`config.mk`:
```
export PLATFORM = sky130hd
export DESIGN_NAME = dmm_seq
export DESIGN_NICKNAME = d
export VERILOG_FILES = /design/src/rtl/core/dmm_pkg.sv /design/src/rtl/core/dmm_seq.sv
export SDC_FILE = /design/constraint.sdc
export NUM_CORES = 1
export LEC_CHECK = 0
export BUFFER_PORTS_ARGS = -buffer_cell sky130_fd_sc_hd__clkbuf_2
export CORE_MARGIN = 2
export CORE_UTILIZATION = 51
export DETAILED_ROUTE_END_ITERATION = 8
export PLACE_DENSITY = 0.74
export SLEW_MARGIN = 25
export SYNTH_ARGS = -nofsm -noshare
export SYNTH_HDL_FRONTEND = slang
export SYNTH_SLANG_ARGS = --single-unit
```
`constraint.sdc`:
```
create_clock -name clock -period 1.84 [get_ports clock]
set_input_delay 0.092 -clock clock [delete_from_list [all_inputs] [get_ports clock]]
set_output_delay 0.092 -clock clock [all_outputs]
set_load 0.1 [all_outputs]
```
`src/rtl/core/dmm_pkg.sv`:
```
// ----------------------------------------------------------------------------
// dmm_pkg
// Shared types and constants for the dense matrix multiply block: field
// widths, function and register codes, sequencer states and the issue tag.
// ----------------------------------------------------------------------------
package dmm_pkg;

   // Default sizes of the local stores and the element width
   localparam int DEF_MAX_ROWS   = 8;
   localparam int DEF_MAX_COLS   = 8;
   localparam int DEF_MAX_INNER  = 64;
   localparam int DEF_DATA_WIDTH = 16;

   // Fixed field widths
   localparam int FUNC_W  = 2;
   localparam int INDEX_W = 9;
   localparam int CVAL_W  = 40;
   localparam int ROW_W   = 3;
   localparam int COL_W   = 3;

   // Configuration registers
   localparam int CFG_ROWS_W  = 4;
   localparam int CFG_COLS_W  = 4;
   localparam int CFG_INNER_W = 7;
   localparam int CSR_IDX_W   = 2;
   localparam int CSR_DATA_W  = 7;

   localparam logic [CSR_IDX_W-1:0] CSR_ROWS  = 2'd0;
   localparam logic [CSR_IDX_W-1:0] CSR_COLS  = 2'd1;
   localparam logic [CSR_IDX_W-1:0] CSR_INNER = 2'd2;

   localparam logic [CFG_ROWS_W-1:0]  RST_ROWS  = 4'd8;
   localparam logic [CFG_COLS_W-1:0]  RST_COLS  = 4'd8;
   localparam logic [CFG_INNER_W-1:0] RST_INNER = 7'd64;

   // Item functions
   localparam logic [FUNC_W-1:0] FN_LOAD_A  = 2'd0;
   localparam logic [FUNC_W-1:0] FN_LOAD_B  = 2'd1;
   localparam logic [FUNC_W-1:0] FN_COMPUTE = 2'd2;

   // Sequencer states
   typedef enum logic {
      ST_IDLE,
      ST_RUN
   } dmm_state_type;

   // Tag that travels with each issued multiply-accumulate
   typedef struct packed {
      logic             first;   // first inner step of an element
      logic             last_t;  // last inner step of an element
      logic             fin;     // last element of the run
      logic [ROW_W-1:0] row;
      logic [COL_W-1:0] col;
   } dmm_tag_type;

endpackage

```
`src/rtl/core/dmm_seq.sv`:
```
// ----------------------------------------------------------------------------
// dmm_seq
// Compute sequencer: walks C in column-major order and, for each element,
// the inner dimension, issuing one tagged A/B read pair per cycle while
// adv is high. Addresses are running sums, so no multiplier is needed.
// ----------------------------------------------------------------------------
module dmm_seq #(
   parameter int MAX_ROWS  = dmm_pkg::DEF_MAX_ROWS,
   parameter int MAX_COLS  = dmm_pkg::DEF_MAX_COLS,
   parameter int MAX_INNER = dmm_pkg::DEF_MAX_INNER,
   localparam int MU_W     = $clog2(MAX_ROWS + 1),
   localparam int NU_W     = $clog2(MAX_COLS + 1),
   localparam int KU_W     = $clog2(MAX_INNER + 1),
   localparam int A_DEPTH  = MAX_ROWS * MAX_INNER,
   localparam int B_DEPTH  = MAX_INNER * MAX_COLS,
   localparam int A_AW     = (A_DEPTH > 1) ? $clog2(A_DEPTH) : 1,
   localparam int B_AW     = (B_DEPTH > 1) ? $clog2(B_DEPTH) : 1
) (
   input  logic                clock,
   input  logic                reset,
   input  logic                start,
   input  logic                adv,
   input  logic [MU_W-1:0]     m_use,
   input  logic [NU_W-1:0]     n_use,
   input  logic [KU_W-1:0]     k_use,
   output logic                busy,
   output logic                issue,
   output dmm_pkg::dmm_tag_type tag,
   output logic [A_AW-1:0]     a_raddr,
   output logic [B_AW-1:0]     b_raddr
);
   import dmm_pkg::*;

   dmm_state_type state_ff, state_in;

   logic [KU_W-1:0]  t_ff, t_in;
   logic [ROW_W-1:0] row_ff, row_in;
   logic [COL_W-1:0] col_ff, col_in;
   logic [A_AW-1:0]  a_addr_ff, a_addr_in;
   logic [B_AW-1:0]  b_addr_ff, b_addr_in;
   logic [B_AW-1:0]  b_base_ff, b_base_in;

   logic last_t, last_row, last_col, step;

   assign last_t   = (t_ff == KU_W'(k_use - KU_W'(1)));
   assign last_row = (row_ff == ROW_W'(m_use - MU_W'(1)));
   assign last_col = (col_ff == COL_W'(n_use - NU_W'(1)));
   assign step     = (state_ff == ST_RUN) && adv;

   // Next state
   always_comb begin
      state_in = state_ff;
      unique case (state_ff)
         ST_IDLE: if (start) state_in = ST_RUN;
         ST_RUN:  if (step && last_t && last_row && last_col) state_in = ST_IDLE;
         default: state_in = ST_IDLE;
      endcase
   end

   // Outputs
   always_comb begin
      busy       = (state_ff == ST_RUN);
      issue      = step;
      tag.first  = (t_ff == '0);
      tag.last_t = last_t;
      tag.fin    = last_t && last_row && last_col;
      tag.row    = row_ff;
      tag.col    = col_ff;
      a_raddr    = a_addr_ff;
      b_raddr    = b_addr_ff;
   end

   // Loop counters and running addresses
   always_comb begin
      t_in      = t_ff;
      row_in    = row_ff;
      col_in    = col_ff;
      a_addr_in = a_addr_ff;
      b_addr_in = b_addr_ff;
      b_base_in = b_base_ff;
      if (start && (state_ff == ST_IDLE)) begin
         t_in      = '0;
         row_in    = '0;
         col_in    = '0;
         a_addr_in = '0;
         b_addr_in = '0;
         b_base_in = '0;
      end else if (step) begin
         if (!last_t) begin
            // next inner step: A moves one column, B one row
            t_in      = t_ff + KU_W'(1);
            a_addr_in = a_addr_ff + A_AW'(m_use);
            b_addr_in = b_addr_ff + B_AW'(1);
         end else if (!last_row) begin
            // next row of the same column
            t_in      = '0;
            row_in    = row_ff + ROW_W'(1);
            a_addr_in = A_AW'(row_ff) + A_AW'(1);
            b_addr_in = b_base_ff;
         end else begin
            // next column
            t_in      = '0;
            row_in    = '0;
            col_in    = col_ff + COL_W'(1);
            a_addr_in = '0;
            b_base_in = b_base_ff + B_AW'(k_use);
            b_addr_in = b_base_ff + B_AW'(k_use);
         end
      end
   end

   always_ff @(posedge clock) begin
      if (reset) begin
         state_ff <= ST_IDLE;
      end else begin
         state_ff <= state_in;
      end
      t_ff      <= t_in;
      row_ff    <= row_in;
      col_ff    <= col_in;
      a_addr_ff <= a_addr_in;
      b_addr_ff <= b_addr_in;
      b_base_ff <= b_base_in;
   end

endmodule

```
==> reports/qor.yml, run 1 <==
power_and_ir_drop:
  total_power_mw: 2.495
  peakVddDrop_mv: 0.3758
  power_density_nw_per_um2: 629.8
  total_leakage_power_nw: 1.699
logic_synthesis:
  netlist_area_um2: 2785
  synth_edf_count: 0
  avgSynthCellArea_um2: 8.543
  synth_seq_cells: 41
  ys_seq_area_share_pct: 29.47
  synthArstFlopShare_pct: 0
  synth_largest_area_cell: "dfxtp_1"
  synth_top_area_share_pct: 29.47
  netlist_instances: 326
  synth_warnings: 0
  ys_types: 61
  synthesis.nets: 366
  synthTopCellsByArea: "dfxtp_1 (29%), ha_1 (8.5%), xnor2_1 (5.3%), xor2_1 (5.3%), a21oi_1 (4.0%)"
  ys.flop_type: "dfxtp_1"
clocking:
  cts_tree: "yes"
  clk_path_buf_depth: 2
  root_buffer: "clkbuf_8"
  cts_max_level: 2
  path_clk_slew_ns: 0.08
  numCtsBuffers: 5
  cts_sinks: 41
  clk_latency_ns: 0.31
worst_setup_path:
  critPathCaptureType: "output pin"
  crit_type: "reg2out"
  crit_family: "compound AO/OA/AOI/OAI gates"
  worstPathRequired_ns: 1.75
  critPathLaunchType: "register"
  crit_slowest_cell: "dfxtp_4"
  path_buf_inv: 2
  crit_arrival_ns: 1.96
  max_stage_delay_ns: 0.37
  path_cells: "xnor3_1, nand4_1, a31oi_4, buf_6, o211ai_4, nor3_4, buf_12"
  cp_max_fo: 5
floorplan:
  start_util_pct: 53.51
  core_region_area_um2: 5205
  die_h_um: 77.90
  top_level_ports: 48
  dieWidth_um: 77.90
  num_rows: 26
  die_area_um2: 6068
place:
  dp_worst_setup_slack_ns: -0.3520
  place_hpwl_um: 5495
  place_inst: 472
  port_buffers: 46
  gp_congestion: 0.8404
run_status:
  status: "finished with violations"
  violations: "negative setup slack"
layout:
  diodes: 0
  final_nets: 458
  fill_cells: 375
  area_growth_pct: 42.23
  fin_util_pct: 76.11
  final_cell_count_no_fill: 489
  drive_above_1_share_pct: 43.44
grt:
  overflow: 0
  top_usage_layer: "met2"
  grt_pass1_vias: 2837
  grt_pass1_wl_um: 13280
  grt_max_degree: 20
  use_met3_pct: 4.419
  met2_usage_pct: 50.17
  grtUsageTotal_pct: 27.50
  antenna_found_initial: 0
  met1_usage_pct: 32.46
route:
  post_drt_via_cell_ratio: 5.873
  drc_errors: 0
  dr.pass1.iters: 5
  drtAntennaViolNets: 0
  drt_iter0_markers: 216
  wl_per_cell_um: 16.49
  vias: 2872
  wirelength_um: 8063
sta:
  fin_worst_skew_ns: 0.01121
  setup_violations: 28
  tightest_slew_ns: 0.5742
  setup_ws_ns: -0.2072
  hold_violations: 0
  relSlewSlack_pct: 61.88
  setup_tns_ns: -2.127
  fmax_ghz: 0.4885
  drv_slew: 0
  min_period_ns: 2.047
  period_share_pct: 111.3
  rsz0062_at_grt: "yes"
min_path:
  hp-class: "in2reg"
flow_run:
  drv_cap: 0
[layer usage]
| metal | vias up | share of wire [%] |
|---|---|---|
| met1 | 1388 | 40 |
| met2 | 103 | 52 |
| li1 | 1363 | - |
| met5 | - | 0 |
| met4 | 0 | 2.3 |
| met3 | 18 | 5.6 |
[flip-flops by register name, indices dropped and copies added, names as in the netlist]
signal and cells:
b_raddr 9, col_ff 3, busy 1, a_raddr 9, t_ff 7, row_ff 3, b_base_ff 9
[through the flow]
| stage | instance area (um^2) | hold WS, ns |
|---|---|---|
| after global routing | 3961 | 0.08235 |
| final | 3961 | 0.07371 |
| after floorplan | 2945 | 0.1550 |
| after CTS | 3885 | 0.05892 |
| after global placement | 3578 | 0.2545 |
| after detailed placement | 3578 | 0.2548 |
[where the power goes]
group | internal (mW) | switching [mW] | leakage, nW | total [mW]
Clock | 0.306 | 0.325 | 0.0455 | 0.632
Combinational | 0.265 | 0.594 | 1.31 | 0.859
Sequential | 0.935 | 0.0694 | 0.344 | 1.00
[cell families after synthesis]
group                    synth area share, %
flip-flops                             29.47
buffers and inverters                  5.166
AO/OA/AOI/OAI                          19.86
multiplexers                           2.965
XOR/XNOR                               11.50
AND/OR/NAND/NOR                        21.07
adder cells (fa/ha/maj)                9.973
[placed cells by master, fill, tap and decap left out, types with 5 or more instances in the layout]
cell,instances
inv_1,17
clkbuf_8,6
xnor2_1,17
a21oi_1,15
nor3_1,6
dfxtp_4,8
buf_4,43
nor2b_1,5
a21oi_2,9
nand4_1,10
dfxtp_2,15
buf_6,5
ha_1,14
nand2_1,20
nor2_1,19
and3_1,5
mux2i_1,6
xor2_1,16
or3_1,5
nand3_1,11
nand3_2,6
clkbuf_2,42
a211oi_2,5
buf_12,7
dfxtp_1,18
o21ai_0,12
[final cells by class]
| class | count | area, um^2 | area share (%) |
|---|---|---|---|
| clock buffer | 8 | 90.09 | 2.274 |
| tap | 70 | 87.58 | 2.211 |
| sequential | 41 | 869.6 | 21.95 |
| inverter | 18 | 70.07 | 1.769 |
| multi-input combinational | 253 | 2090 | 52.75 |
| timing repair buffer | 99 | 754.5 | 19.05 |
[worst paths after layout]
path / start / endpoint / depth (start not counted) / slack, ns
max: t_ff[6] / tag[6] / 7 / -0.21
min: start / busy / 3 / 0.07
max reg2reg: t_ff[6] / col_ff[2] / 7 / -0.15
min reg2reg: b_base_ff[8] / b_base_ff[8] / 2 / 0.49
[synthesized netlist by cell type, drive strengths merged (2+ instances only)]
master / number
fa: 2
a31oi: 2
nor2b: 6
ha: 19
xor2: 17
nand4: 10
o2111ai: 2
a21boi: 2
o22ai: 3
dfxtp: 41
mux2i: 6
nor4: 2
nand4b: 2
a21o: 2
mux2: 2
nand2b: 3
o21bai: 3
o21ai: 17
inv: 18
xnor2: 17
nor3: 10
or3: 6
a211oi: 8
nor2: 21
a21oi: 24
buf: 8
and3: 5
a221o: 3
nand2: 22
o31ai: 2
nand3: 17
clkbuf: 6
[tightest hold or removal path: stages]
cell and delay [ns]:
clkbuf_2 0.09, nor2_1 0.11, a211oi_2 0.06
[what timing repair did]
| item | CTS | global route |
|---|---|---|
| cloned | 1 | 0 |
| hold endpoints to repair | 1 | 0 |
| resized for setup | 39 | 17 |
| pin swaps | 25 | 12 |
| setup buffers | 5 | 4 |
| hold buffers | 1 | 0 |
| setup endpoints to repair | 41 | 37 |
Power figures use the tool's default switching activity.
==> run 2, diff against run 1 <==
- ABC_AREA: default -> 1
==> run 2 against run 1 <==
  * The flow now finishes without violations
  * Area after synthesis is 5.0% higher
  * First-iteration DRC count fell by 53%
  * Sequential share of layout area grew 1.4 points
  * Critical path depth did not move
  * Total power decreased by 9.0%
  * Combinational power decreased by 33%
  * Sequential power is 7% lower
  * Largest power group unchanged
==> reports/qor.yml, run 2 <==
route:
  drtAntennaViolNets: 0  # unchanged
  top_layer: "met4"  # unchanged
  post_drt_via_cell_ratio: 5.150  # was 5.873
  drt_iter0_markers: 102  # was 216
  dr.pass1.iters: 4  # was 5
  wirelength_um: 7138  # was 8063 um
  drc_errors: 0  # unchanged
  wl_met2_um: 3461  # was 4217 um
  vias: 2920  # was 2872
  wl_per_cell_um: 12.59  # was 16.49 um
  drt-met1-wl_um: 3303  # was 3202 um
  wl_met3_um: 286  # was 454 um
clocking:
  cts_sinks: 41  # unchanged
  root_buffer: "clkbuf_8"  # unchanged
  clk_path_buf_depth: 2  # unchanged
  cts_max_level: 2  # unchanged
  cts_tree: "yes"  # unchanged
  path_clk_slew_ns: 0.08  # about the same
  hold_buffers: 0  # was 1
  numCtsBuffers: 5  # unchanged
  clk_latency_ns: 0.30  # was 0.31 ns
layout:
  final_cell_count_no_fill: 567  # was 489
  area_growth_pct: 25.19  # was 42.23%
  final_cell_mix: "nand2_1 (121), inv_1 (45), clkbuf_2 (43)"  # was buf_4 (43), clkbuf_2 (42), nand2_1 (20)
  diodes: 0  # unchanged
  drive_above_1_share_pct: 26.26  # was 43.44%
  mostFrequentLayoutCell: "nand2_1"  # was buf_4
  final_nets: 534  # was 458
logic_synthesis:
  synthTopCellsByArea: "dfxtp_1 (28%), nand2_1 (16%), ha_1 (8.1%), inv_1 (6.3%), nand3_1 (5.5%)"  # was dfxtp_1 (29%), ha_1 (8.5%), xnor2_1 (5.3%), xor2_1 (5.3%), a21oi_1 (4.0%)
  avgSynthCellArea_um2: 6.787  # was 8.543 um^2
  synthesis.nets: 471  # was 366
  synthArstFlopShare_pct: 0  # unchanged
  synth_edf_count: 0  # unchanged
  synth_seq_cells: 41  # unchanged
  synth_top_area_share_pct: 28.06  # was 29.47%
  synth_common_cells: "nand2_1 (124), inv_1 (49), dfxtp_1 (41), nor2_1 (36), nand3_1 (32)"  # was dfxtp_1 (41), a21oi_1 (22), nand2_1 (21), nor2_1 (21), ha_1 (19)
  synth_warnings: 0  # unchanged
  netlist_area_um2: 2925  # was 2785 um^2
  synth_largest_area_cell: "dfxtp_1"  # unchanged
  ys.flop_type: "dfxtp_1"  # unchanged
  synth.most_common_cell: "nand2_1"  # was dfxtp_1
  netlist_instances: 431  # was 326
  ys_types: 36  # was 61
  ys_seq_area_share_pct: 28.06  # was 29.47%
place:
  gp_congestion: 0.8049  # was 0.8404
  place_inst: 552  # was 472
  place_hpwl_um: 5367  # was 5495 um
  port_buffers: 46  # unchanged
power_and_ir_drop:
  power_density_nw_per_um2: 619.6  # was 629.8 nW/um^2
  total_power_mw: 2.269  # was 2.495 mW
  peakVddDrop_mv: 0.5644  # was 0.3758 mV
  total_leakage_power_nw: 1.817  # was 1.699 nW
grt:
  overflow: 0  # unchanged
  antenna_found_initial: 0  # unchanged
  grt_max_degree: 21  # was 20
  grtUsageTotal_pct: 23.47  # was 27.50%
  grt_pass1_vias: 2724  # was 2837
  grt_pass1_wl_um: 11850  # was 13280 um
floorplan:
  core_region_area_um2: 5507  # was 5205 um^2
  die_h_um: 79.74  # was 77.90 um
  start_util_pct: 53.12  # was 53.51%
  num_rows: 27  # was 26
  top_level_ports: 48  # unchanged
  die_area_um2: 6358  # was 6068 um^2
  dieWidth_um: 79.74  # was 77.90 um
worst_setup_path:
  path_buf_inv: 2  # unchanged
  r2r-end: "row_ff[0]"  # was col_ff[2]
  crit_slowest_cell: "dfxtp_2"  # was dfxtp_4
  critPathCaptureType: "output pin"  # unchanged
  crit_arrival_ns: 1.67  # was 1.96 ns
  rr_startpoint: "t_ff[1]"  # was t_ff[6]
  cp_max_fo: 8  # was 5
  reg2regPathDepth: 10  # was 7
  cpMostUsedCell: "buf_12"
  regToRegSetupSlack_ns: 0.10  # was -0.15 ns
  path_cells: "xor2_1, nand2_1, nor2_2, nand3_4, buf_12, nor2_8, buf_12"  # was xnor3_1, nand4_1, a31oi_4, buf_6, o211ai_4, nor3_4, buf_12
  crit_type: "reg2out"  # unchanged
  worstPathRequired_ns: 1.75  # about the same
  max_stage_delay_ns: 0.38  # was 0.37 ns
  crit_family: "simple AND/OR/NAND/NOR gates"  # was compound AO/OA/AOI/OAI gates
  critPathLaunchType: "register"  # unchanged
sta:
  drv_slew: 0  # unchanged
  rsz0062_at_grt: "yes"  # unchanged
  tightest_slew_ns: 0.5478  # was 0.5742 ns
  relSlewSlack_pct: 63.64  # was 61.88%
  fmax_ghz: 0.5667  # was 0.4885 GHz
  setup_violations: 0  # was 28
  fin_worst_skew_ns: 0.003571  # was 0.01121 ns
  period_share_pct: 95.90  # was 111.3%
  hold_violations: 0  # unchanged
  min_period_ns: 1.765  # was 2.047 ns
min_path:
  hold_depth: 4  # was 3
  min_from: "reset"  # was start
  hold_end: "busy"  # unchanged
  hp-class: "in2reg"  # unchanged
run_status:
  status: "complete, no violations"  # was finished with violations
flow_run:
  drv_cap: 0  # unchanged
-- run 2: cell types whose count changed in the layout (fill, tap and decap cells not counted), sizes merged, moves of 7 or more --
cell / previous run / this run
inv: 18 / 53
buf: 56 / 25
nand3: 17 / 36
nor2: 21 / 41
o21ai: 17 / 10
a211oi: 8 / 0
nand2: 22 / 128
-- run 2: worst reg2reg max path: stages (launching register included) --
cell and delay, ns:
dfxtp_2 0.38, xor2_1 0.15, nand2_1 0.08, nor2_2 0.15, nand3_4 0.10, buf_12 0.14, nor2_8 0.17, nand2_4 0.10
nand2_2 0.15, buf_12 0.15, o21ai_1 0.06
-- run 2: through the flow --
step	worst slack (ns)	area [um^2]	utilization (%)	hold slack [ns]	TNS [ns]
final	0.07547	3662	66.51	0.02487	0
after global routing	-0.01326	3662	66.51	0.008462	-0.02428
after detailed placement	-0.02051	3426	62.21	0.3417	-0.02434
after floorplan	-0.4210	2993	-	0.2416	-0.4583
after CTS	0.002477	3592	65.24	0.01844	0
after global placement	0.02854	3426	62.21	0.3366	0
-- run 2: report_power, final --
| part | leakage [nW] | switching [mW] | internal (mW) |
|---|---|---|---|
| Sequential | 0.341 | 0.0233 | 0.908 |
| Clock | 0.0645 | 0.330 | 0.430 |
| Combinational | 1.41 | 0.398 | 0.180 |
| Total | 1.82 | 0.751 | 1.52 |
-- run 2: area by class of cell --
| class | instances | area [um^2] |
|---|---|---|
| multi-input combinational | 325 | 1897 |
| fill | 481 | 1844 |
| sequential | 41 | 855.8 |
| timing repair buffer | 68 | 494.2 |
| inverter | 53 | 201.4 |
| clock buffer | 7 | 118.9 |
| tap | 72 | 90.09 |
| clock inverter | 1 | 5.005 |
-- run 2: worst max path at each step --
stage	startpoint	cells past startpoint	slack, ns	to
after floorplan	col_ff[2]	3	-0.42	tag[6]
after global placement	k_use[0]	11	0.03	tag[6]
after detailed placement	k_use[0]	14	-0.02	b_raddr[3]
after CTS	t_ff[6]	8	0.002	tag[6]
after global routing	t_ff[0]	10	-0.01	tag[6]
final	t_ff[1]	7	0.08	tag[7]
-- run 2: cells by family (layout without fill, tap and decap cells) --
group / Yosys count / after routing / share of synthesized area (%)
simple gates: 231 / 231 / 36.36
flops: 41 / 41 / 28.06
compound gates: 44 / 44 / 8.298
xor+xnor: 29 / 29 / 8.683
fa+ha+maj: 21 / 21 / 9.495
buf+inv: 65 / 129 / 9.110
-- run 2: layer usage --
metal | GRT usage (%) | vias to the layer above
li1 | - | 1499
met1 | 29.08 | 1356
met2 | 40.50 | 58
met3 | 5.656 | 7
met4 | 6.610 | 0
met5 | 0 | -
-- run 2: what timing repair did --
item	4_1_cts	5_1_grt
buffers inserted	3	5
endpoints found under the setup margin	2	14
pin swaps	3	8
gates resized for setup	8	12
==> run 3, diff against run 2 <==
- ABC_CLOCK_PERIOD_IN_PS: default -> 1840
- CORE_MARGIN: 2 -> default
- HOLD_SLACK_MARGIN: default -> 0.05
==> run 3 against run 2 <==
  * Total power is 4.9% lower
  * Worst setup slack worse by 0.0064 ns
  * Clock skew hardly changed
  * Critical endpoint is now tag[6]
  * Global-route usage is 0.97 points higher
  * Critical path depth is 1 higher
==> reports/qor.yml, run 3 (synthesized netlist as in run 2, its figures left out) <==
clocking:
  path_clk_slew_ns: 0.08  # about the same
  cts_sinks: 41  # unchanged
  clk_latency_ns: 0.29  # was 0.30 ns
  cts_max_level: 2  # unchanged
  cts_tree: "yes"  # unchanged
  numCtsBuffers: 5  # unchanged
  root_buffer: "clkbuf_8"  # unchanged
  clk_path_buf_depth: 2  # unchanged
sta:
  rsz0062_at_grt: "yes"  # unchanged
  fin_worst_skew_ns: 0.003446  # was 0.003571 ns
  hold_ws_ns: 0.1426  # was 0.02487 ns
  setup_violations: 0  # unchanged
  hold_violations: 0  # unchanged
  relSlewSlack_pct: 63.33  # was 63.64%
  drv_slew: 0  # unchanged
  min_period_ns: 1.771  # was 1.765 ns
  fmax_ghz: 0.5647  # was 0.5667 GHz
  tightest_slew_ns: 0.5524  # was 0.5478 ns
  period_share_pct: 96.25  # was 95.90%
grt:
  grtUsageTotal_pct: 24.44  # was 23.47%
  grt_max_degree: 21  # unchanged
  met2_usage_pct: 43.45  # was 40.50%
  grt_pass1_vias: 2740  # was 2724
  met1_usage_pct: 30.04  # was 29.08%
  overflow: 0  # unchanged
  grt_pass1_wl_um: 11900  # was 11850 um
  use_met3_pct: 4.353  # was 5.656%
  antenna_found_initial: 0  # unchanged
  top_usage_layer: "met2"  # unchanged
route:
  wirelength_um: 6996  # was 7138 um
  drtAntennaViolNets: 0  # unchanged
  drc_errors: 0  # unchanged
  post_drt_via_cell_ratio: 5.104  # was 5.150
  drt_iter0_markers: 112  # was 102
  vias: 2899  # was 2920
  wl_per_cell_um: 12.32  # was 12.59 um
  dr.pass1.iters: 4  # unchanged
run_status:
  status: "complete, no violations"  # unchanged
layout:
  mostFrequentLayoutCell: "nand2_1"  # unchanged
  final_nets: 535  # was 534
  diodes: 0  # unchanged
  final_cell_mix: "nand2_1 (121), inv_1 (45), clkbuf_2 (42)"  # was nand2_1 (121), inv_1 (45), clkbuf_2 (43)
  area_growth_pct: 24.04  # was 25.19%
  drive_above_1_share_pct: 26.81  # was 26.26%
  fin_area_um2: 3628  # was 3662 um^2
power_and_ir_drop:
  peakVddDrop_mv: 0.4974  # was 0.5644 mV
  power_density_nw_per_um2: 594.6  # was 619.6 nW/um^2
  total_leakage_power_nw: 1.794  # was 1.817 nW
  total_power_mw: 2.158  # was 2.269 mW
place:
  place_area_um2: 3406  # was 3426 um^2
  port_buffers: 46  # unchanged
  gp_congestion: 0.8530  # was 0.8049
  place_hpwl_um: 5226  # was 5367 um
floorplan:
  top_level_ports: 48  # unchanged
  dieWidth_um: 77.74  # was 79.74 um
  start_util_pct: 53.12  # unchanged
  num_rows: 27  # unchanged
  die_area_um2: 6043  # was 6358 um^2
  die_h_um: 77.74  # was 79.74 um
  core_region_area_um2: 5507  # unchanged
worst_setup_path:
  critPathCaptureType: "output pin"  # unchanged
  cp_max_fo: 4  # was 8
  worstPathRequired_ns: 1.75  # about the same
  crit_arrival_ns: 1.68  # was 1.67 ns
  critPathLaunchType: "register"  # unchanged
  crit_type: "reg2out"  # unchanged
flow_run:
  drv_cap: 0  # unchanged
min_path:
  hp-class: "in2reg"  # unchanged
run 3: changes by cell type in the layout (fill, tap and decap cells not counted), moves of 2 or more:
cell / change
buf_12: -3
nand3_1: -2
clkbuf_8: +2
nand3_2: +2
clkbuf_16: -2
buf_4: +4
run 3: repair_timing:
action / CTS / global route
resized for setup: 10 / 14
cloned: 0 / 0
endpoints found under the setup margin: 4 / 11
setup buffers: 3 / 5
pin swaps: 3 / 7
hold endpoints to repair: 1 / 0
hold buffers: 1 / 0
run 3: power breakdown:
group | switching, mW | leakage (nW) | internal, mW
registers | 0.0224 | 0.341 | 0.909
clock network | 0.318 | 0.0542 | 0.339
logic | 0.395 | 1.40 | 0.174
total | 0.735 | 1.79 | 1.42
run 3: layer usage:
metal | share of wire [%] | vias up
met5 | 0 | -
met3 | 3.8 | 6
met4 | 0.66 | 0
met1 | 47 | 1334
met2 | 49 | 56
li1 | - | 1503
run 3: area by class of cell:
type                    instances  area (um^2)
clock buffers                   7        96.34
clock inverters                 1        5.005
fillers                       476         1878
inverters                      53        202.7
multi-input cells             325         1916
flip-flops and latches         41        855.8
well taps                      72        90.09
repair buffers                 69        462.9
run 3: final timing paths:
| kind | startpoint | endpoint | slack [ns] | depth (start not counted) |
|---|---|---|---|---|
| hold / removal | start | busy | 0.14 | 5 |
| setup reg to reg | b_base_ff[0] | b_base_ff[8] | 0.11 | 10 |
| setup / recovery | t_ff[6] | tag[6] | 0.07 | 8 |
| hold reg to reg | a_raddr[2] | a_raddr[2] | 0.48 | 2 |
run 3: per-stage QoR:
stage	worst slack (ns)	cells	TNS, ns	util (%)
after detailed placement	-0.06049	551	-0.1389	61.85
final	0.06904	568	0	65.89
after CTS	0.0004664	563	0	64.62
after floorplan	-0.4210	431	-0.4583	-
after global placement	0.01478	551	0	61.85
after global routing	-0.02009	568	-0.02009	65.89
run 3: worst max-delay path, stage by stage (launching register included):
cell and delay (ns):
dfxtp_4 0.40, xor2_1 0.16, nand2_1 0.07, nand2_1 0.09
nand3_4 0.14, inv_2 0.10, nand2_4 0.08, nor3_4 0.15
buf_12 0.20
